===== src/sv/s256_pkg.sv =====
// Package: SHA-256 constants, types and round functions for the byte stream hasher.
package s256_pkg;

   localparam int unsigned BlockBytes = 64;
   localparam int unsigned CountWidth = 61;
   localparam int unsigned QueueDepth = 4;
   localparam int unsigned QueueAw = 2;

   typedef logic [31:0] word_type;

   // one classified item as handed from front to back
   typedef struct packed {
      logic [7:0] data_byte;
      logic       has_byte;
      logic       last_item;
   } item_type;

   typedef struct packed {
      logic [31:0] digest_word;
      logic [2:0]  word_number;
      logic        last_word;
   } result_type;

   localparam word_type RoundK [64] = '{
      32'h428a2f98, 32'h71374491, 32'hb5c0fbcf, 32'he9b5dba5, 32'h3956c25b, 32'h59f111f1,
      32'h923f82a4, 32'hab1c5ed5, 32'hd807aa98, 32'h12835b01, 32'h243185be, 32'h550c7dc3,
      32'h72be5d74, 32'h80deb1fe, 32'h9bdc06a7, 32'hc19bf174, 32'he49b69c1, 32'hefbe4786,
      32'h0fc19dc6, 32'h240ca1cc, 32'h2de92c6f, 32'h4a7484aa, 32'h5cb0a9dc, 32'h76f988da,
      32'h983e5152, 32'ha831c66d, 32'hb00327c8, 32'hbf597fc7, 32'hc6e00bf3, 32'hd5a79147,
      32'h06ca6351, 32'h14292967, 32'h27b70a85, 32'h2e1b2138, 32'h4d2c6dfc, 32'h53380d13,
      32'h650a7354, 32'h766a0abb, 32'h81c2c92e, 32'h92722c85, 32'ha2bfe8a1, 32'ha81a664b,
      32'hc24b8b70, 32'hc76c51a3, 32'hd192e819, 32'hd6990624, 32'hf40e3585, 32'h106aa070,
      32'h19a4c116, 32'h1e376c08, 32'h2748774c, 32'h34b0bcb5, 32'h391c0cb3, 32'h4ed8aa4a,
      32'h5b9cca4f, 32'h682e6ff3, 32'h748f82ee, 32'h78a5636f, 32'h84c87814, 32'h8cc70208,
      32'h90befffa, 32'ha4506ceb, 32'hbef9a3f7, 32'hc67178f2
   };

   localparam word_type InitHash [8] = '{
      32'h6a09e667, 32'hbb67ae85, 32'h3c6ef372, 32'ha54ff53a,
      32'h510e527f, 32'h9b05688c, 32'h1f83d9ab, 32'h5be0cd19
   };

   function automatic word_type ror32(input word_type x, input int unsigned n);
      ror32 = (x >> n) | (x << (32 - n));
   endfunction

   function automatic word_type big_s0(input word_type a);
      big_s0 = ror32(a, 2) ^ ror32(a, 13) ^ ror32(a, 22);
   endfunction

   function automatic word_type big_s1(input word_type e);
      big_s1 = ror32(e, 6) ^ ror32(e, 11) ^ ror32(e, 25);
   endfunction

   function automatic word_type small_s0(input word_type x);
      small_s0 = ror32(x, 7) ^ ror32(x, 18) ^ (x >> 3);
   endfunction

   function automatic word_type small_s1(input word_type x);
      small_s1 = ror32(x, 17) ^ ror32(x, 19) ^ (x >> 10);
   endfunction

endpackage


===== src/sv/s256_back.sv =====
// Back end: block buffer, padding, message schedule, 64-round compression and digest output.
module s256_back (
   input  logic                 clock,
   input  logic                 reset,
   input  logic                 q_valid,
   output logic                 q_ready,
   input  s256_pkg::item_type   q_item,
   output logic                 out_valid,
   input  logic                 out_ready,
   output s256_pkg::result_type out_res
);
   import s256_pkg::*;

   typedef enum logic [5:0] {
      ST_IDLE  = 6'b000001,
      ST_LOAD  = 6'b000010,
      ST_ROUND = 6'b000100,
      ST_ADD   = 6'b001000,
      ST_PAD   = 6'b010000,
      ST_EMIT  = 6'b100000
   } state_type;

   state_type state_ff, state_in;
   word_type  h_ff [8];
   word_type  v_ff [8];
   word_type  w_ff [16];          // rolling schedule window
   word_type  buf_ff [BlockBytes/4]; // block buffer, four bytes per entry, big-endian
   logic [CountWidth-1:0] count_ff;
   logic [5:0] round_ff;          // round / byte index
   logic       final_ff;          // this block is the length block
   logic       pend_ff;           // a pad-end still owed after this block
   logic [2:0] word_ff;
   logic [5:0] pos;
   logic [CountWidth+2:0] bits;
   word_type   t1, t2, w_new, w_cur;
   logic [7:0] pad_byte;

   assign pos  = count_ff[5:0];
   assign bits = {count_ff, 3'b000};
   assign w_cur = w_ff[0];
   assign t1 = v_ff[7] + big_s1(v_ff[4]) + ((v_ff[4] & v_ff[5]) ^ (~v_ff[4] & v_ff[6]))
             + RoundK[round_ff] + w_cur;
   assign t2 = big_s0(v_ff[0]) + ((v_ff[0] & v_ff[1]) ^ (v_ff[0] & v_ff[2])
             ^ (v_ff[1] & v_ff[2]));
   assign w_new = w_ff[0] + small_s0(w_ff[1]) + w_ff[9] + small_s1(w_ff[14]);

   assign q_ready   = (state_ff == ST_IDLE);
   assign out_valid = (state_ff == ST_EMIT);
   assign out_res.digest_word = h_ff[word_ff];
   assign out_res.word_number = word_ff;
   assign out_res.last_word   = (word_ff == 3'd7);

   // padding byte at buffer index round_ff while the pad pass runs;
   // the end mark goes in the first pad pass only
   always_comb begin
      if (round_ff == pos && (pend_ff || pos < 6'd56)) begin
         pad_byte = 8'h80;
      end else if (final_ff && round_ff >= 6'd56) begin
         pad_byte = bits[8*(63-round_ff) +: 8];
      end else begin
         pad_byte = 8'h00;
      end
   end

   always_comb begin
      state_in = state_ff;
      case (state_ff)
         ST_IDLE: if (q_valid) begin
            if (q_item.has_byte && pos == 6'd63) state_in = ST_LOAD;
            else if (q_item.last_item) state_in = ST_PAD;
         end
         ST_PAD:  if (round_ff == 6'd63) state_in = ST_LOAD;
         ST_LOAD: if (round_ff == 6'd15) state_in = ST_ROUND;
         ST_ROUND: if (round_ff == 6'd63) state_in = ST_ADD;
         ST_ADD: begin
            if (pend_ff) state_in = ST_PAD;
            else if (final_ff) state_in = ST_EMIT;
            else state_in = ST_IDLE;
         end
         ST_EMIT: if (out_ready && word_ff == 3'd7) state_in = ST_IDLE;
         default: state_in = ST_IDLE;
      endcase
   end

   // buffer writes: bytes from the queue and the pad sweep
   always_ff @(posedge clock) begin
      if (state_ff == ST_IDLE && q_valid && q_item.has_byte) begin
         buf_ff[pos[5:2]][{~pos[1:0], 3'b000} +: 8] <= q_item.data_byte;
      end else if (state_ff == ST_PAD && round_ff >= pos) begin
         buf_ff[round_ff[5:2]][{~round_ff[1:0], 3'b000} +: 8] <= pad_byte;
      end else if (state_ff == ST_PAD && final_ff) begin
         buf_ff[round_ff[5:2]][{~round_ff[1:0], 3'b000} +: 8] <= pad_byte;
      end
   end

   // schedule window and working variables
   always_ff @(posedge clock) begin
      if (state_ff == ST_LOAD) begin
         for (int i = 0; i < 15; i++) w_ff[i] <= w_ff[i+1];
         w_ff[15] <= buf_ff[round_ff[3:0]];
         for (int i = 0; i < 8; i++) v_ff[i] <= h_ff[i];
      end else if (state_ff == ST_ROUND) begin
         for (int i = 0; i < 15; i++) w_ff[i] <= w_ff[i+1];
         w_ff[15] <= w_new;
         v_ff[7] <= v_ff[6];
         v_ff[6] <= v_ff[5];
         v_ff[5] <= v_ff[4];
         v_ff[4] <= v_ff[3] + t1;
         v_ff[3] <= v_ff[2];
         v_ff[2] <= v_ff[1];
         v_ff[1] <= v_ff[0];
         v_ff[0] <= t1 + t2;
      end
   end

   always_ff @(posedge clock) begin
      if (reset) begin
         state_ff <= ST_IDLE;
         count_ff <= '0;
         round_ff <= '0;
         final_ff <= 1'b0;
         pend_ff  <= 1'b0;
         word_ff  <= '0;
         for (int i = 0; i < 8; i++) h_ff[i] <= InitHash[i];
      end else begin
         state_ff <= state_in;
         case (state_ff)
            ST_IDLE: begin
               round_ff <= '0;
               if (q_valid) begin
                  logic [CountWidth-1:0] nc;
                  nc = count_ff + CountWidth'(q_item.has_byte);
                  count_ff <= nc;
                  if (q_item.last_item) begin
                     // two blocks when 0x80 does not leave room for the length
                     pend_ff  <= (nc[5:0] >= 6'd56);
                     final_ff <= (nc[5:0] < 6'd56);
                     round_ff <= q_item.has_byte && pos == 6'd63 ? 6'd0 : nc[5:0];
                     // a closing byte that fills the block: compress, then pad
                     if (q_item.has_byte && pos == 6'd63) begin
                        pend_ff <= 1'b1;
                        final_ff <= 1'b0;
                     end
                  end
               end
            end
            ST_PAD:  round_ff <= round_ff + 6'd1;
            ST_LOAD: round_ff <= (round_ff == 6'd15) ? 6'd0 : round_ff + 6'd1;
            ST_ROUND: round_ff <= round_ff + 6'd1;
            ST_ADD: begin
               for (int i = 0; i < 8; i++) h_ff[i] <= h_ff[i] + v_ff[i];
               round_ff <= '0;
               word_ff  <= '0;
               if (pend_ff) begin
                  pend_ff  <= 1'b0;
                  final_ff <= 1'b1;
               end
            end
            ST_EMIT: if (out_ready) begin
               word_ff <= word_ff + 3'd1;
               if (word_ff == 3'd7) begin
                  for (int i = 0; i < 8; i++) h_ff[i] <= InitHash[i];
                  count_ff <= '0;
                  final_ff <= 1'b0;
               end
            end
            default: ;
         endcase
      end
   end
endmodule

===== config.mk =====
export PLATFORM = sky130hd
export DESIGN_NAME = s256_back
export DESIGN_NICKNAME = d
export VERILOG_FILES = /design/src/sv/s256_pkg.sv /design/src/sv/s256_back.sv
export SDC_FILE = /design/constraint.sdc
export NUM_CORES = 2
export LEC_CHECK = 0
export BUFFER_PORTS_ARGS = -buffer_cell sky130_fd_sc_hd__buf_4
export CAP_MARGIN = 30
export CORE_ASPECT_RATIO = 0.9
export CORE_UTILIZATION = 40
export DETAILED_ROUTE_END_ITERATION = 10
export GPL_TIMING_DRIVEN = 0
export PLACE_DENSITY = 0.59
export RECOVER_POWER = 50
export SYNTH_ARGS = -nofsm -noshare
export SYNTH_HDL_FRONTEND = slang
export SYNTH_SLANG_ARGS = --single-unit

===== constraint.sdc =====
create_clock -name clock -period 57.6 [get_ports clock]
set_input_delay 11.52 -clock clock [delete_from_list [all_inputs] [get_ports clock]]
set_output_delay 11.52 -clock clock [all_outputs]
set_load 0.01 [all_outputs]

==> results.toml <==
[sta]
finClkSkew_ns = 0.06827
tightest_slew_ns = 3.847
setup-tns-final_ns = 0
finalMaxSlewViolations = 760
max_freq_mhz = 59.31
rsz0062_at_grt = "false"
hold_viol_final = 0
min_period_ns = 16.86
min_period_over_period = 0.2927
setup_viol = 0
slew_headroom = -1.565

[route]
drtIter0Drc = 7763
drc = 0
num_vias = 62430
dr.pass1.iters = 6
ant_nets = 0
drt-vias-per-instance = 5.934
routed_wl_um = 305100
wl_per_cell_um = 29.01

[floorplan]
ioPinCount = 52
rows = 163
dieArea_um2 = 224700
core_area_um2 = 220300
chipWidth_um = 499.5
initial_core_util = 0.4045
die_h_um = 449.8

[placed_design]
globalplace.congestion = 0.9919
io_buffers = 50
placed_area_um2 = 95120
dp_hpwl_um = 236700
dp_cells = 10190

[critical_path]
path_max_fanout = 78
cp-start-kind = "flop"
worstPathArrival_ns = 17.19
crit_type = "flop to flop"
worst_ep_required_time_ns = 57.93
end_kind = "flop"

[clock_network]
hold_buffers = 0
numCtsBuffers = 172
cts_resized = 0
clockRootBuffer = "clkbuf_16"
insertion_delay_ns = 0.87
postCtsSetupBuffers = 0
cts_tree = "yes"
path_clk_slew_ns = 0.07
cts.sinks = 1621
htree_num_levels = 4
clock_path_buffers = 3

[logic_synthesis]
synth_ff_type = "edfxtp_1"
ys_seq_area_frac = 0.5224
syn-num-nets = 7745
yosysWarnings = 0
synth.avg_cell_area_um2 = 12.50
syn_inst = 7130
netlist-cell-type-count = 103
async_reset_ff_frac = 0
ys_ff_latch = 1621
synth_area_um2 = 89100
synth-edff-count = 1408

[final_layout]
final_area_um2 = 100400
drive_above_1_share = 0.1307
final_cell_mix = "1408 x edfxtp_1, 496 x nand2_1, 440 x nor2_1, 437 x a21oi_1, 406 x ha_1"
nNetsFinal = 8102
area_growth_pct = 12.73
fillerInstances = 19870
final_common_cell = "edfxtp_1"
instances_no_fill = 10520

[flow_run]
maxCapViolations = 13

[grt]
antenna_found_initial = 25
grt_pass1_vias = 59930
grt_first_pass_wirelength_um = 431500
grt_max_degree = 79
track_usage = 0.2681
gr-total-overflow = 0

[outcome]
failed_checks = "capacitance limit, slew limit"
outcome = "complete, but fails checks"

[hold_path]
hold_class = "flop to flop"
## per-layer routing
| metal | track usage | routed length [µm] | share of wire | vias up |
|---|---|---|---|---|
| li1 | - | - | - | 27290 |
| met1 | 0.3847 | 131800 | 0.43 | 31390 |
| met2 | 0.3890 | 128600 | 0.42 | 3121 |
| met3 | 0.05247 | 28770 | 0.094 | 611 |
| met4 | 0.1244 | 15920 | 0.052 | 16 |
| met5 | 0 | 98 | 0.00032 | - |
## registers in the layout, indices dropped and copies added, names as in the netlist, named ones only
signal	cells
h_ff	256
w_ff	512
buf_ff	512
v_ff	256
final_ff	1
state_ff	6
count_ff	61
round_ff	6
word_ff	3
pend_ff	1
## cell type report
type	instances	area [µm²]	area share
Buffer	326	1260	0.01254
Antenna cell	6	15.01	0.0001495
Clock inverter	107	1211	0.01206
Sequential cell	1621	46540	0.4634
Timing Repair Buffer	183	1872	0.01864
Tap cell	2887	3612	0.03596
Inverter	327	1227	0.01222
Multi-Input combinational cell	4856	40270	0.4009
Clock buffer	207	4436	0.04416
## cells in the mapped netlist, drive strengths merged, types with 53 or more instances
| cell type | number | area [µm²] |
|---|---|---|
| mux2 | 249 | 2804 |
| nand2b | 76 | 483.0 |
| inv | 323 | 1212 |
| o21a | 59 | 442.9 |
| a21oi | 438 | 2196 |
| nor2b | 63 | 394.1 |
| xor2 | 216 | 1892 |
| mux4 | 244 | 5495 |
| buf | 68 | 270.3 |
| clkbuf | 258 | 978.4 |
| a31oi | 53 | 331.6 |
| nor2 | 440 | 1652 |
| nor3 | 129 | 650.6 |
| nand3 | 146 | 743.2 |
| dfxtp | 213 | 4264 |
| o21ai | 394 | 1972 |
| nand2 | 496 | 1862 |
| xnor2 | 397 | 3477 |
| fa | 195 | 3904 |
| ha | 406 | 5080 |
| edfxtp | 1408 | 42280 |
| a21o | 192 | 1441 |
| a211oi | 69 | 518.0 |
## per-stage QoR
stage,setup WS [ns],hold WS [ns],utilization
floorplan,38.40,0.4003,-
global placement,23.72,0.4001,0.4226
detailed placement,42.25,0.4045,0.4318
CTS,42.06,0.3871,0.4575
global route,39.29,0.4043,0.4560
finish,40.74,0.3915,0.4560
## critical path: stages (launching register included)
cell,delay [ns]
dfxtp_1,0.35
nor4_1,0.50
nand3b_1,0.78
clkbuf_1,0.65
clkbuf_1,0.53
clkbuf_1,0.56
nand2_1,1.16
clkbuf_1,2.12
clkbuf_1,2.07
clkbuf_1,2.36
clkbuf_1,2.23
clkbuf_1,2.82
## final timing paths
| path | startpoint | end | slack (ns) | depth (start not counted) |
|---|---|---|---|---|
| worst max-delay path | state_ff[4] | w_ff[0][55] | 40.74 | 11 |
| worst min-delay path | w_ff[1][232] | w_ff[1][200] | 0.39 | 0 |
| worst max register to register | state_ff[4] | w_ff[0][55] | 40.74 | 11 |
| worst min register to register | w_ff[1][232] | w_ff[1][200] | 0.39 | 0 |
## cells by family after synthesis
kind of cell	count (synthesis)	share of synthesized area
fa+ha+maj	605	0.1013
mux	525	0.09674
compound gates	1545	0.1094
buf+inv	653	0.02779
flops	1621	0.5224
simple gates	1568	0.08212
xor+xnor	613	0.06026
Power is left out: the tool's default activity adds up to more than one toggle a clock period on the data nets, which glitch-free logic cannot reach.
