$ cat src/sv/s256_pkg.sv
// Package: SHA-256 constants, types and round functions for the byte stream hasher.
package s256_pkg;

   localparam int unsigned BlockBytes = 64;
   localparam int unsigned CountWidth = 61;
   localparam int unsigned QueueDepth = 4;
   localparam int unsigned QueueAw = 2;

   typedef logic [31:0] word_type;

   // one classified item as handed from front to back
   typedef struct packed {
      logic [7:0] data_byte;
      logic       has_byte;
      logic       last_item;
   } item_type;

   typedef struct packed {
      logic [31:0] digest_word;
      logic [2:0]  word_number;
      logic        last_word;
   } result_type;

   localparam word_type RoundK [64] = '{
      32'h428a2f98, 32'h71374491, 32'hb5c0fbcf, 32'he9b5dba5, 32'h3956c25b, 32'h59f111f1,
      32'h923f82a4, 32'hab1c5ed5, 32'hd807aa98, 32'h12835b01, 32'h243185be, 32'h550c7dc3,
      32'h72be5d74, 32'h80deb1fe, 32'h9bdc06a7, 32'hc19bf174, 32'he49b69c1, 32'hefbe4786,
      32'h0fc19dc6, 32'h240ca1cc, 32'h2de92c6f, 32'h4a7484aa, 32'h5cb0a9dc, 32'h76f988da,
      32'h983e5152, 32'ha831c66d, 32'hb00327c8, 32'hbf597fc7, 32'hc6e00bf3, 32'hd5a79147,
      32'h06ca6351, 32'h14292967, 32'h27b70a85, 32'h2e1b2138, 32'h4d2c6dfc, 32'h53380d13,
      32'h650a7354, 32'h766a0abb, 32'h81c2c92e, 32'h92722c85, 32'ha2bfe8a1, 32'ha81a664b,
      32'hc24b8b70, 32'hc76c51a3, 32'hd192e819, 32'hd6990624, 32'hf40e3585, 32'h106aa070,
      32'h19a4c116, 32'h1e376c08, 32'h2748774c, 32'h34b0bcb5, 32'h391c0cb3, 32'h4ed8aa4a,
      32'h5b9cca4f, 32'h682e6ff3, 32'h748f82ee, 32'h78a5636f, 32'h84c87814, 32'h8cc70208,
      32'h90befffa, 32'ha4506ceb, 32'hbef9a3f7, 32'hc67178f2
   };

   localparam word_type InitHash [8] = '{
      32'h6a09e667, 32'hbb67ae85, 32'h3c6ef372, 32'ha54ff53a,
      32'h510e527f, 32'h9b05688c, 32'h1f83d9ab, 32'h5be0cd19
   };

   function automatic word_type ror32(input word_type x, input int unsigned n);
      ror32 = (x >> n) | (x << (32 - n));
   endfunction

   function automatic word_type big_s0(input word_type a);
      big_s0 = ror32(a, 2) ^ ror32(a, 13) ^ ror32(a, 22);
   endfunction

   function automatic word_type big_s1(input word_type e);
      big_s1 = ror32(e, 6) ^ ror32(e, 11) ^ ror32(e, 25);
   endfunction

   function automatic word_type small_s0(input word_type x);
      small_s0 = ror32(x, 7) ^ ror32(x, 18) ^ (x >> 3);
   endfunction

   function automatic word_type small_s1(input word_type x);
      small_s1 = ror32(x, 17) ^ ror32(x, 19) ^ (x >> 10);
   endfunction

endpackage

$ cat src/sv/s256_front.sv
// Front end: accept byte items and queue them for the compression engine.
module s256_front (
   input  logic                clock,
   input  logic                reset,
   input  logic                in_valid,
   output logic                in_ready,
   input  s256_pkg::item_type  in_item,
   output logic                q_valid,
   input  logic                q_ready,
   output s256_pkg::item_type  q_item
);
   import s256_pkg::*;

   item_type          mem [QueueDepth];
   logic [QueueAw-1:0] wr_ptr_ff, wr_ptr_in, rd_ptr_ff, rd_ptr_in;
   logic [QueueAw:0]   count_ff, count_in;
   logic               push, pop;

   // drop idle items (no byte, no end) at the door
   assign in_ready = (count_ff != (QueueAw+1)'(QueueDepth));
   assign push     = in_valid && in_ready && (in_item.has_byte || in_item.last_item);
   assign q_valid  = (count_ff != '0);
   assign pop      = q_valid && q_ready;
   assign q_item   = mem[rd_ptr_ff];

   always_comb begin
      wr_ptr_in = push ? wr_ptr_ff + 1'b1 : wr_ptr_ff;
      rd_ptr_in = pop ? rd_ptr_ff + 1'b1 : rd_ptr_ff;
      count_in  = count_ff + (QueueAw+1)'(push) - (QueueAw+1)'(pop);
   end

   // write queue entry on transfer
   always_ff @(posedge clock) begin
      if (push) begin
         mem[wr_ptr_ff] <= in_item;
      end
   end

   always_ff @(posedge clock) begin
      if (reset) begin
         wr_ptr_ff <= '0;
         rd_ptr_ff <= '0;
         count_ff  <= '0;
      end else begin
         wr_ptr_ff <= wr_ptr_in;
         rd_ptr_ff <= rd_ptr_in;
         count_ff  <= count_in;
      end
   end
endmodule

$ cat config.mk
export PLATFORM = sky130hd
export DESIGN_NAME = s256_front
export DESIGN_NICKNAME = d
export VERILOG_FILES = /design/src/sv/s256_pkg.sv /design/src/sv/s256_front.sv
export SDC_FILE = /design/constraint.sdc
export NUM_CORES = 1
export LEC_CHECK = 0
export CORE_ASPECT_RATIO = 0.75
export CORE_MARGIN = 3
export CORE_UTILIZATION = 55
export CTS_CLUSTER_DIAMETER = 150
export DETAILED_ROUTE_END_ITERATION = 6
export DONT_BUFFER_PORTS = 1
export PLACE_DENSITY = 0.68
export REMOVE_ABC_BUFFERS = 1
export SLEW_MARGIN = 20
export SYNTH_ARGS = -nofsm -noshare
export SYNTH_HDL_FRONTEND = slang
export SYNTH_SLANG_ARGS = --single-unit
$ cat constraint.sdc
create_clock -name clock -period 3.2 [get_ports clock]
set_input_delay 0.32 -clock clock [delete_from_list [all_inputs] [get_ports clock]]
set_output_delay 0.32 -clock clock [all_outputs]
set_load 0.01 [all_outputs]
==> out/qor.yml, run 1 <==
power:
  sequentialPowerShare: 0.556
  power_leakage_nw: 0.677
  power_w: 0.00155
  peakVddDrop_mv: 0.379
  p_switching_w: 0.000444
  power_frac_comb: 0.228
  switching_share: 0.287
  cellPowerDensity_nw_per_um2: 756
  internal_power_w: 0.00111
  clkPwrFrac: 0.216
cts:
  cts.htree.levels: 2
  cts_root_buf: "clkbuf_8"
  cts_resized: 0
  worstSkewPairLatency_ps: 290
  cts_setup_buffers: 0
  clockBufferDepth: 2
  clock-sinks: 49
  cts_tree: "built"
  cts_buffers: 5
  cts_hold_buf: 0
  clk_pin_slew_worst_paths_ps: 80
yosys:
  synth_top_area_cell: "edfxtp_1"
  syn_area_um2: 1940
  yosys_register_bits: 49
  seq_area_frac_synth: 0.711
  synth.distinct_cells: 25
  synthTopCellsByArea: "edfxtp_1 (62%), mux4_2 (12%), dfxtp_1 (9.3%)"
  synth_ff_type: "edfxtp_1"
  synth_top_area_share: 0.619
  synth_edf_count: 40
  async_flop_share: 0
  avgSynthCellArea_um2: 19.0
  ys_warn_count: 0
  syn-instance-count: 102
detailed_routing:
  vias: 847
  drt_first_pass_iters: 4
  drt-total-wl_um: 2680
  viasPerCell: 5.76
  ant_nets: 0
  drc: 0
  wl_per_cell_um: 18.2
  drt_first_iter_violations: 96
critical_path:
  cpPeakStageDelay_ps: 480
  worstSetupPathType: "flop to flop"
  critPathRequiredTime_ps: 3420
  worst-path-buf-inv: 3
  critPathLaunchType: "flop"
  crit_family: "adder cells"
  critPathCaptureType: "flop"
  arrival_ps: 2520
  crit_fanout: 7
  worstPathCellList: "nor2_2 -> a21oi_4 -> inv_1 -> ha_1 -> inv_1 -> ha_1 -> inv_1 -> fa_1 -> xor2_1 -> and2_1 -> nor3_2"
  cpMostUsedCell: "inv_1"
  cp_slowest_cell: "dfxtp_1"
global_route:
  grt_overflow: 0
  grt_usage: 0.145
  antenna_found_initial: 0
  grt_pass1_wl_um: 4330
  grt_max_degree: 14
  first_global_vias: 913
sta:
  fin_worst_skew_ps: 4.82
  setup_tns_ps: 0
  timing_hold_violations_final: 0
  fin_crit_sh: 0.717
  period_needed_ps: 2290
  tightest_slew_ps: 673
  maxSlewViolCount: 0
  rsz0062_at_grt: "false"
  setup_viol: 0
  max_freq_mhz: 436
  relSlewSlack: 0.551
floorplanning:
  die-area_um2: 4290
  core_area_um2: 3330
  start_util: 0.583
  rows: 18
  die_w_um: 74.6
  die_height_um: 57.5
  pin_count: 26
placed_design:
  place_congestion: 0.678
  port_buffers: 0
  hpwl_um: 1830
final_layout:
  layout.nets: 127
  diodes: 0
  n_fill_cell: 257
  drive_gt1_frac: 0.196
  area_delta_synth_final_pct: 5.67
status:
  status: "finished, final reports clean"
run:
  drv_cap: 0
worst_hold_path:
  hp-class: "input pin to flop"
-- flip-flops by register name (all words and copies together) (netlist names), named ones only --
name	flops
wr_ptr_ff	2
mem	40
count_ff	3
rd_ptr_ff	2
-- routing by layer --
| metal | GRT usage | wire, µm | up-vias |
|---|---|---|---|
| met2 | 0.217 | 1270 | 23 |
| met3 | 0.0616 | 203 | 5 |
| li1 | - | - | 393 |
| met1 | 0.183 | 1160 | 426 |
| met5 | 0 | 0 | - |
| met4 | 0.0685 | 42 | 0 |
-- power groups by stage --
stage          Combinational [W]  Clock [W]  Sequential [W]
6_report                0.000354   0.000334        0.000863
3_3_place_gp            0.000349          0        0.000878
5_1_grt                 0.000398   0.000372        0.000881
3_5_place_dp            0.000361          0        0.000880
4_1_cts                 0.000362   0.000348        0.000866
2_1_floorplan           0.000312          0        0.000856
-- kinds of logic (layout without fill, tap and decap cells) --
family                   Yosys count  in the layout  synth area share
multiplexers                      12             12             0.129
flip-flops                        49             49             0.711
XOR/XNOR                           3              3            0.0174
AND/OR/NAND/NOR                   19             19            0.0528
adder cells (fa/ha/maj)            7              7            0.0490
buffers and inverters              8             13            0.0200
AO/OA/AOI/OAI                      4              4            0.0206
-- cells in the final DEF (no fill, tap or decap), drive strengths merged, types with 2 or more instances in the layout --
master / Yosys / layout
inv: 5 / 5
nand2b: 2 / 2
ha: 6 / 6
clkbuf: 2 / 8
and2: 5 / 5
nor2: 8 / 8
mux4: 10 / 10
edfxtp: 40 / 40
dfxtp: 9 / 9
xor2: 2 / 2
-- cell usage after synthesis (2+ instances only) --
master	n
inv_1	5
and2_1	5
mux4_2	10
edfxtp_1	40
nand2b_1	2
nor2_1	7
ha_1	6
dfxtp_1	9
xor2_1	2
-- cell type report --
type,instances,area (µm²),area share
multi-input cells,45,522,0.254
well taps,40,50.0,0.0244
inverters,5,18.8,0.00915
clock buffers,8,80.1,0.0390
flip-flops and latches,49,1380,0.673
-- per-stage QoR --
| stage | util | hold slack, ps | cells | worst slack, ps | instance area, µm² |
|---|---|---|---|---|---|
| finish | 0.616 | 84.7 | 147 | 906 | 2050 |
| floorplan | - | 387 | 99 | 1110 | 1920 |
| CTS | 0.616 | 70.3 | 147 | 891 | 2050 |
| global route | 0.616 | 63.0 | 147 | 705 | 2050 |
| detailed placement | 0.592 | 391 | 139 | 912 | 1970 |
| global placement | 0.592 | 390 | 139 | 994 | 1970 |
-- worst paths after layout --
kind                start            to  slack, ps  depth (start not counted)
max           count_ff[1]   count_ff[2]        910                         11
min                 reset   count_ff[0]         80                          1
max reg2reg   count_ff[1]   count_ff[2]        910                         11
min reg2reg  wr_ptr_ff[1]  wr_ptr_ff[1]        540                          2
(Power assumes the default switching activity.)
==> run 2, diff against run 1 <==
--- a/config.mk
+++ b/config.mk
@@ -11,7 +11,7 @@
 export CTS_CLUSTER_DIAMETER = 150
 export DETAILED_ROUTE_END_ITERATION = 6
 export DONT_BUFFER_PORTS = 1
-export PLACE_DENSITY = 0.68
+export PLACE_DENSITY = 0.71
 export REMOVE_ABC_BUFFERS = 1
 export SLEW_MARGIN = 20
 export SYNTH_ARGS = -nofsm -noshare
==> constraint.sdc (replaced) <==
create_clock -name clock -period 2 [get_ports clock]
set_input_delay 0.2 -clock clock [delete_from_list [all_inputs] [get_ports clock]]
set_output_delay 0.2 -clock clock [all_outputs]
set_load 0.01 [all_outputs]
==> run 2 against run 1 <==
  * Combinational power is 140% higher
  * First-iteration DRC count is 28% lower
  * Fmax is 16% higher
  * Final area is 11% higher
  * Non-clock buffer count is 20 higher
  * Register-to-register slack worse by 880 ps
  * Sequential share of layout area is 6.4 points lower
  * Largest cell class unchanged
  * Critical path type unchanged
  * Setup slack worse by 880 ps
  * Total power is 76% higher
==> out/qor.yml, run 2 (synthesis gave the netlist of run 1 again) <==
critical_path:
  worstReg2RegStart: "count_ff[1]"
  crit_family: "adder cells"
  cpPeakStageDelay_ps: 360  # -120 ps
  critPathCaptureType: "flop"
  rr_endpoint: "count_ff[2]"
  cp_slowest_cell: "o31a_4"
  reg2reg_depth: 9  # -2
  worst-path-buf-inv: 2  # -1
  arrival_ps: 2160  # -360 ps
  critPathRequiredTime_ps: 2180  # -1240 ps
  cpMostUsedCell: "ha_4"
  critPathLaunchType: "flop"
  crit_fanout: 3  # -4
  worstSetupPathType: "flop to flop"
  reg2reg_slack_ps: 30  # -880 ps
  worstPathCellList: "o31a_4 -> ha_4 -> inv_4 -> ha_4 -> inv_2 -> fa_2 -> xor2_1 -> and2_1 -> nor3_2"
detailed_routing:
  vias: 949  # +12%
  ant_nets: 0  # unchanged
  wl_per_cell_um: 19.1  # +4.9%
  drt-total-wl_um: 3190  # +19%
  drt_first_pass_iters: 4  # unchanged
  drt_first_iter_violations: 69  # -28%
  drc: 0  # unchanged
  viasPerCell: 5.68  # -1.4%
placed_design:
  hpwl_um: 2030  # +11%
  dpl_worst_slack_ps: -66.0  # -978 ps
  port_buffers: 0  # unchanged
  place_congestion: 0.771  # +14%
final_layout:
  diodes: 0  # unchanged
  seqCellArea_um2: 1380  # +0.18%
  n_fill_cell: 216  # -16%
  regMostFlops: "mem"
  layout_common_cells: "edfxtp_1 (40), dlygate4sd3_1 (11), mux4_2 (10)"
  layout.nets: 147  # +16%
  largest_reg_flops: 40  # unchanged
  area_delta_synth_final_pct: 17.1
  final_common_cell: "edfxtp_1"
  drive_gt1_frac: 0.307  # +0.111
  reg.largest.list: "mem (40), count_ff (3)"
  multi_input_area_um2: 557  # +6.7%
cts:
  clockBufferDepth: 2  # unchanged
  cts_tree: "built"
  cts_root_buf: "clkbuf_8"
  cts.htree.levels: 2  # unchanged
  worstSkewPairLatency_ps: 290  # about the same
  clk_pin_slew_worst_paths_ps: 80  # about the same
  clock-sinks: 49  # unchanged
  cts_buffers: 5  # unchanged
run:
  drv_cap: 0  # unchanged
sta:
  tightest_slew_ps: 578  # -94.8 ps
  max_freq_mhz: 506  # +16%
  timing_hold_violations_final: 0  # unchanged
  maxSlewViolCount: 0  # unchanged
  rsz0062_at_grt: "true"
  fin_worst_skew_ps: 6.66  # +1.84 ps
  fin_crit_sh: 0.987  # +0.270
  setup_viol: 0  # unchanged
  worst_hold_slack_ps: 87.2  # +2.49 ps
  period_needed_ps: 1970  # -319 ps
  relSlewSlack: 0.615  # +0.0638
  setup_slack_ps: 25.5  # -881 ps
global_route:
  grt_usage: 0.167  # +0.0223
  grt_max_degree: 15  # +1
  grt_overflow: 0  # unchanged
  antenna_found_initial: 0  # unchanged
  grt_pass1_wl_um: 4990  # +15%
  first_global_vias: 995  # +9.0%
floorplanning:
  rows: 18  # unchanged
  die_w_um: 74.6  # unchanged
  start_util: 0.583  # unchanged
  pin_count: 26  # unchanged
  die_height_um: 57.5  # unchanged
  core_area_um2: 3330  # unchanged
  die-area_um2: 4290  # unchanged
status:
  status: "finished, final reports clean"
power:
  power_w: 0.00273  # +76%
  power_leakage_nw: 0.770  # +14%
  cellPowerDensity_nw_per_um2: 1200  # +59%
  peakVddDrop_mv: 0.733  # +94%
worst_hold_path:
  hold_end: "wr_ptr_ff[1]"
  hold_depth: 2  # +1
  hp-class: "input pin to flop"
  min_from: "reset"
run 2: area by class of cell:
class,count,area share
multi-input cells,45,0.245
flip-flops and latches,49,0.609
repair buffers,20,0.0782
inverters,5,0.00936
clock inverters,1,0.00330
clock buffers,7,0.0336
well taps,40,0.0220
run 2: what timing repair did:
item	CTS	global route
gates resized for setup	4	7
endpoints found under the hold margin	47	0
pin swaps	1	5
hold buffers	11	0
buffers inserted	1	0
setup endpoints to repair	1	1
run 2: worst max path at each step:
stage / startpoint / end / slack [ps] / cells past startpoint
floorplan: count_ff[1] / count_ff[2] / -90 / 11
global placement: count_ff[1] / count_ff[2] / 30 / 9
detailed placement: count_ff[0] / count_ff[2] / -70 / 11
CTS: count_ff[0] / count_ff[2] / 30 / 9
global route: count_ff[1] / count_ff[2] / -40 / 9
finish: count_ff[1] / count_ff[2] / 30 / 9
run 2: power breakdown:
part / total (W) / switching [W] / internal [W] / leakage, nW
clock: 0.000546 / 0.000298 / 0.000247 / 0.0385
combinational: 0.000857 / 0.000424 / 0.000433 / 0.293
sequential: 0.00133 / 0.0000911 / 0.00124 / 0.439
run 2: routing by layer:
metal / global-route usage / share of wire / wire, µm / up-vias
met3: 0.0546 / 0.044 / 140 / 5
met2: 0.263 / 0.50 / 1600 / 23
met1: 0.222 / 0.44 / 1420 / 488
met4: 0.0533 / 0.0097 / 31 / 0
li1: - / - / - / 433
met5: 0 / 0 / 0 / -
run 2: metrics by stage:
step / utilization / area (µm²) / cells / TNS [ps]
4_1_cts: 0.675 / 2250 / 167 / 0
3_5_place_dp: 0.610 / 2030 / 147 / -66.0
2_1_floorplan: - / 1920 / 99 / -93.5
6_report: 0.682 / 2270 / 167 / 0
5_1_grt: 0.682 / 2270 / 167 / -38.0
3_3_place_gp: 0.610 / 2030 / 147 / 0
==> run 3, diff against run 2 <==
--- a/config.mk
+++ b/config.mk
@@ -5,6 +5,7 @@
 export SDC_FILE = /design/constraint.sdc
 export NUM_CORES = 1
 export LEC_CHECK = 0
+export ABC_AREA = 1
 export CORE_ASPECT_RATIO = 0.75
 export CORE_MARGIN = 3
 export CORE_UTILIZATION = 55
==> run 3 against run 2 <==
  * Fmax is 5.2% higher
  * Final area is 1.3% higher
  * Final cell count is 42% higher
  * Flip-flop and latch count stayed put
  * Largest power group unchanged
==> out/qor.yml, run 3 <==
final_layout:
  diodes: 0  # unchanged
  layout_common_cells: "edfxtp_1 (40), nor2_1 (31), o21ai_0 (20)"
  area_delta_synth_final_pct: 13.3
  layout.nets: 207  # +41%
  postLayoutCellArea_um2: 2300  # +1.3%
  final_common_cell: "edfxtp_1"
  largest_reg_flops: 40  # unchanged
  regMostFlops: "mem"
  n_fill_cell: 262  # +21%
  reg.largest.list: "mem (40), count_ff (3)"
  drive_gt1_frac: 0.160  # -0.147
floorplanning:
  die_w_um: 76.2  # +2.1%
  die_height_um: 58.6  # +2.1%
  pin_count: 26  # unchanged
  rows: 18  # unchanged
  die-area_um2: 4470  # +4.2%
  core_area_um2: 3420  # +2.7%
  start_util: 0.594  # +0.0110
critical_path:
  worstSetupPathType: "flop to flop"
  arrival_ps: 2060  # -100 ps
  crit_fanout: 4  # +1
  critPathCaptureType: "flop"
  critPathRequiredTime_ps: 2180  # about the same
  critPathLaunchType: "flop"
power:
  cellPowerDensity_nw_per_um2: 1130  # -5.5%
  clkPwrFrac: 0.206  # +0.006
  power_frac_comb: 0.290  # -0.024
  sequentialPowerShare: 0.504  # +0.017
  internal_power_w: 0.00173  # -9.9%
  switching_share: 0.339  # +0.0409
  p_switching_w: 0.000885  # +8.8%
  power_leakage_nw: 0.844  # +9.6%
  peakVddDrop_mv: 0.659  # -10%
cts:
  clk_pin_slew_worst_paths_ps: 80  # about the same
  cts_root_buf: "clkbuf_8"
  cts_buffers: 5  # unchanged
  cts.htree.levels: 2  # unchanged
  clock-sinks: 49  # unchanged
  clockBufferDepth: 2  # unchanged
  worstSkewPairLatency_ps: 300  # about the same
  cts_tree: "built"
detailed_routing:
  drc: 0  # unchanged
  drt_first_pass_iters: 4  # unchanged
  vias: 1244  # +31%
  drt-total-wl_um: 3640  # +14%
  drt_first_iter_violations: 66  # -4.3%
  viasPerCell: 5.25  # -7.6%
  wl_per_cell_um: 15.4  # -20%
  ant_nets: 0  # unchanged
yosys:
  seq_area_frac_synth: 0.680  # -0.0315
  synth.distinct_cells: 19  # -24%
  avgSynthCellArea_um2: 12.1  # -36%
  synthTopCellsByArea: "edfxtp_1 (59%), dfxtp_1 (8.9%), nor2_1 (5.7%)"
  syn_area_um2: 2030  # +4.6%
  ys_warn_count: 0  # unchanged
  async_flop_share: 0  # unchanged
  synth_edf_count: 40  # unchanged
  synth_top_area_cell: "edfxtp_1"
  synth_top_cells_by_count: "edfxtp_1 (40), nor2_1 (31), o21ai_0 (20), inv_1 (16), nand2_1 (12)"
  synth_most_common_cell: "edfxtp_1"
  yosys_register_bits: 49  # unchanged
  synth_ff_type: "edfxtp_1"
  syn-instance-count: 168  # +65%
  synth_top_area_share: 0.591  # -0.0274
global_route:
  grt_overflow: 0  # unchanged
  antenna_found_initial: 0  # unchanged
  first_global_vias: 1248  # +25%
  grt_pass1_wl_um: 6130  # +23%
  grt_max_degree: 21  # +6
  grt_usage: 0.185  # +0.0175
placed_design:
  place_area_um2: 2110  # +3.7%
  port_buffers: 0  # unchanged
  hpwl_um: 2370  # +17%
  dpl_worst_slack_ps: 64.9  # +131 ps
  place_congestion: 0.810  # +5.0%
sta:
  max_freq_mhz: 533  # +5.2%
  worst_hold_slack_ps: 83.8  # -3.38 ps
  tightest_slew_ps: 550  # -27.9 ps
  timing_hold_violations_final: 0  # unchanged
  period_needed_ps: 1880  # -98.3 ps
  setup_tns_ps: 0  # unchanged
  rsz0062_at_grt: "false"
  relSlewSlack: 0.633  # +0.0182
  fin_crit_sh: 0.938  # -0.0492
  setup_slack_ps: 124  # +98.3 ps
  setup_viol: 0  # unchanged
  maxSlewViolCount: 0  # unchanged
  fin_worst_skew_ps: 11.6  # +4.92 ps
worst_hold_path:
  hp-class: "input pin to flop"
status:
  status: "finished, final reports clean"
run:
  drv_cap: 0  # unchanged
## run 3: changes by cell type in the layout (fill, tap and decap cells not counted), moves of 3 or more
| cell | before | now |
|---|---|---|
| and2_1 | 5 | 0 |
| o21ai_0 | 0 | 20 |
| o22ai_1 | 0 | 10 |
| nor2_2 | 1 | 6 |
| mux4_2 | 10 | 0 |
| inv_1 | 2 | 16 |
| buf_4 | 9 | 5 |
| nor2_1 | 7 | 31 |
| nand2_1 | 1 | 12 |
| nand2_4 | 0 | 3 |
## run 3: metal layers
metal | up-vias | global-route usage | share of wire
met3 | 9 | 0.0535 | 0.041
met2 | 24 | 0.332 | 0.52
met4 | 0 | 0.0698 | 0.019
met1 | 607 | 0.215 | 0.42
li1 | 604 | - | -
met5 | - | 0 | 0
## run 3: per-stage QoR
stage	power (W)	std cells	utilization
after floorplan	0.00188	163	-
after global placement	0.00202	218	0.615
after detailed placement	0.00207	218	0.615
after CTS	0.00262	237	0.671
after global routing	0.00279	237	0.673
final	0.00261	237	0.673
## run 3: logic make-up (layout without fill, tap and decap cells)
kind of cell	Yosys count	after routing	synth area share
simple gates	58	58	0.143
flops	49	49	0.680
compound gates	31	31	0.0844
buf+inv	23	42	0.0456
fa+ha+maj	7	7	0.0468
## run 3: critical path, stage by stage, from the launching register on
cell	delay [ps]
dfxtp_2	360
nor2_4	140
nand2_4	100
nand2_4	70
inv_2	40
ha_1	260
inv_1	60
ha_1	140
inv_1	50
fa_2	510
nor2_1	40
## run 3: path summary, 6_finish.rpt
kind / cells after the start / slack, ps / endpoint / startpoint
max: 10 / 120 / count_ff[1] / count_ff[1]
min: 2 / 80 / flop / q_ready
max reg2reg: 10 / 120 / count_ff[1] / count_ff[1]
min reg2reg: 2 / 520 / flop / rd_ptr_ff[1]
## run 3: cell type report
type / count / area, µm² / area share
Tap cell: 50 / 62.6 / 0.0272
Clock inverter: 1 / 3.75 / 0.00163
Clock buffer: 7 / 76.3 / 0.0332
Timing Repair Buffer: 16 / 148 / 0.0641
Multi-Input combinational cell: 96 / 561 / 0.243
Sequential cell: 49 / 1380 / 0.601
Inverter: 18 / 67.6 / 0.0293
## run 3: timing repair
action	in CTS	in global routing
resized for setup	0	3
hold buffers	11	0
setup buffers	0	0
setup endpoints to repair	0	2
hold endpoints to repair	44	0
## run 3: power groups by stage
stage / sequential [W] / combinational, W / clock (W)
2_1_floorplan: 0.00133 / 0.000550 / 0
3_3_place_gp: 0.00133 / 0.000695 / 0
3_5_place_dp: 0.00133 / 0.000736 / 0
4_1_cts: 0.00131 / 0.000763 / 0.000548
5_1_grt: 0.00133 / 0.000863 / 0.000604
6_report: 0.00132 / 0.000759 / 0.000538
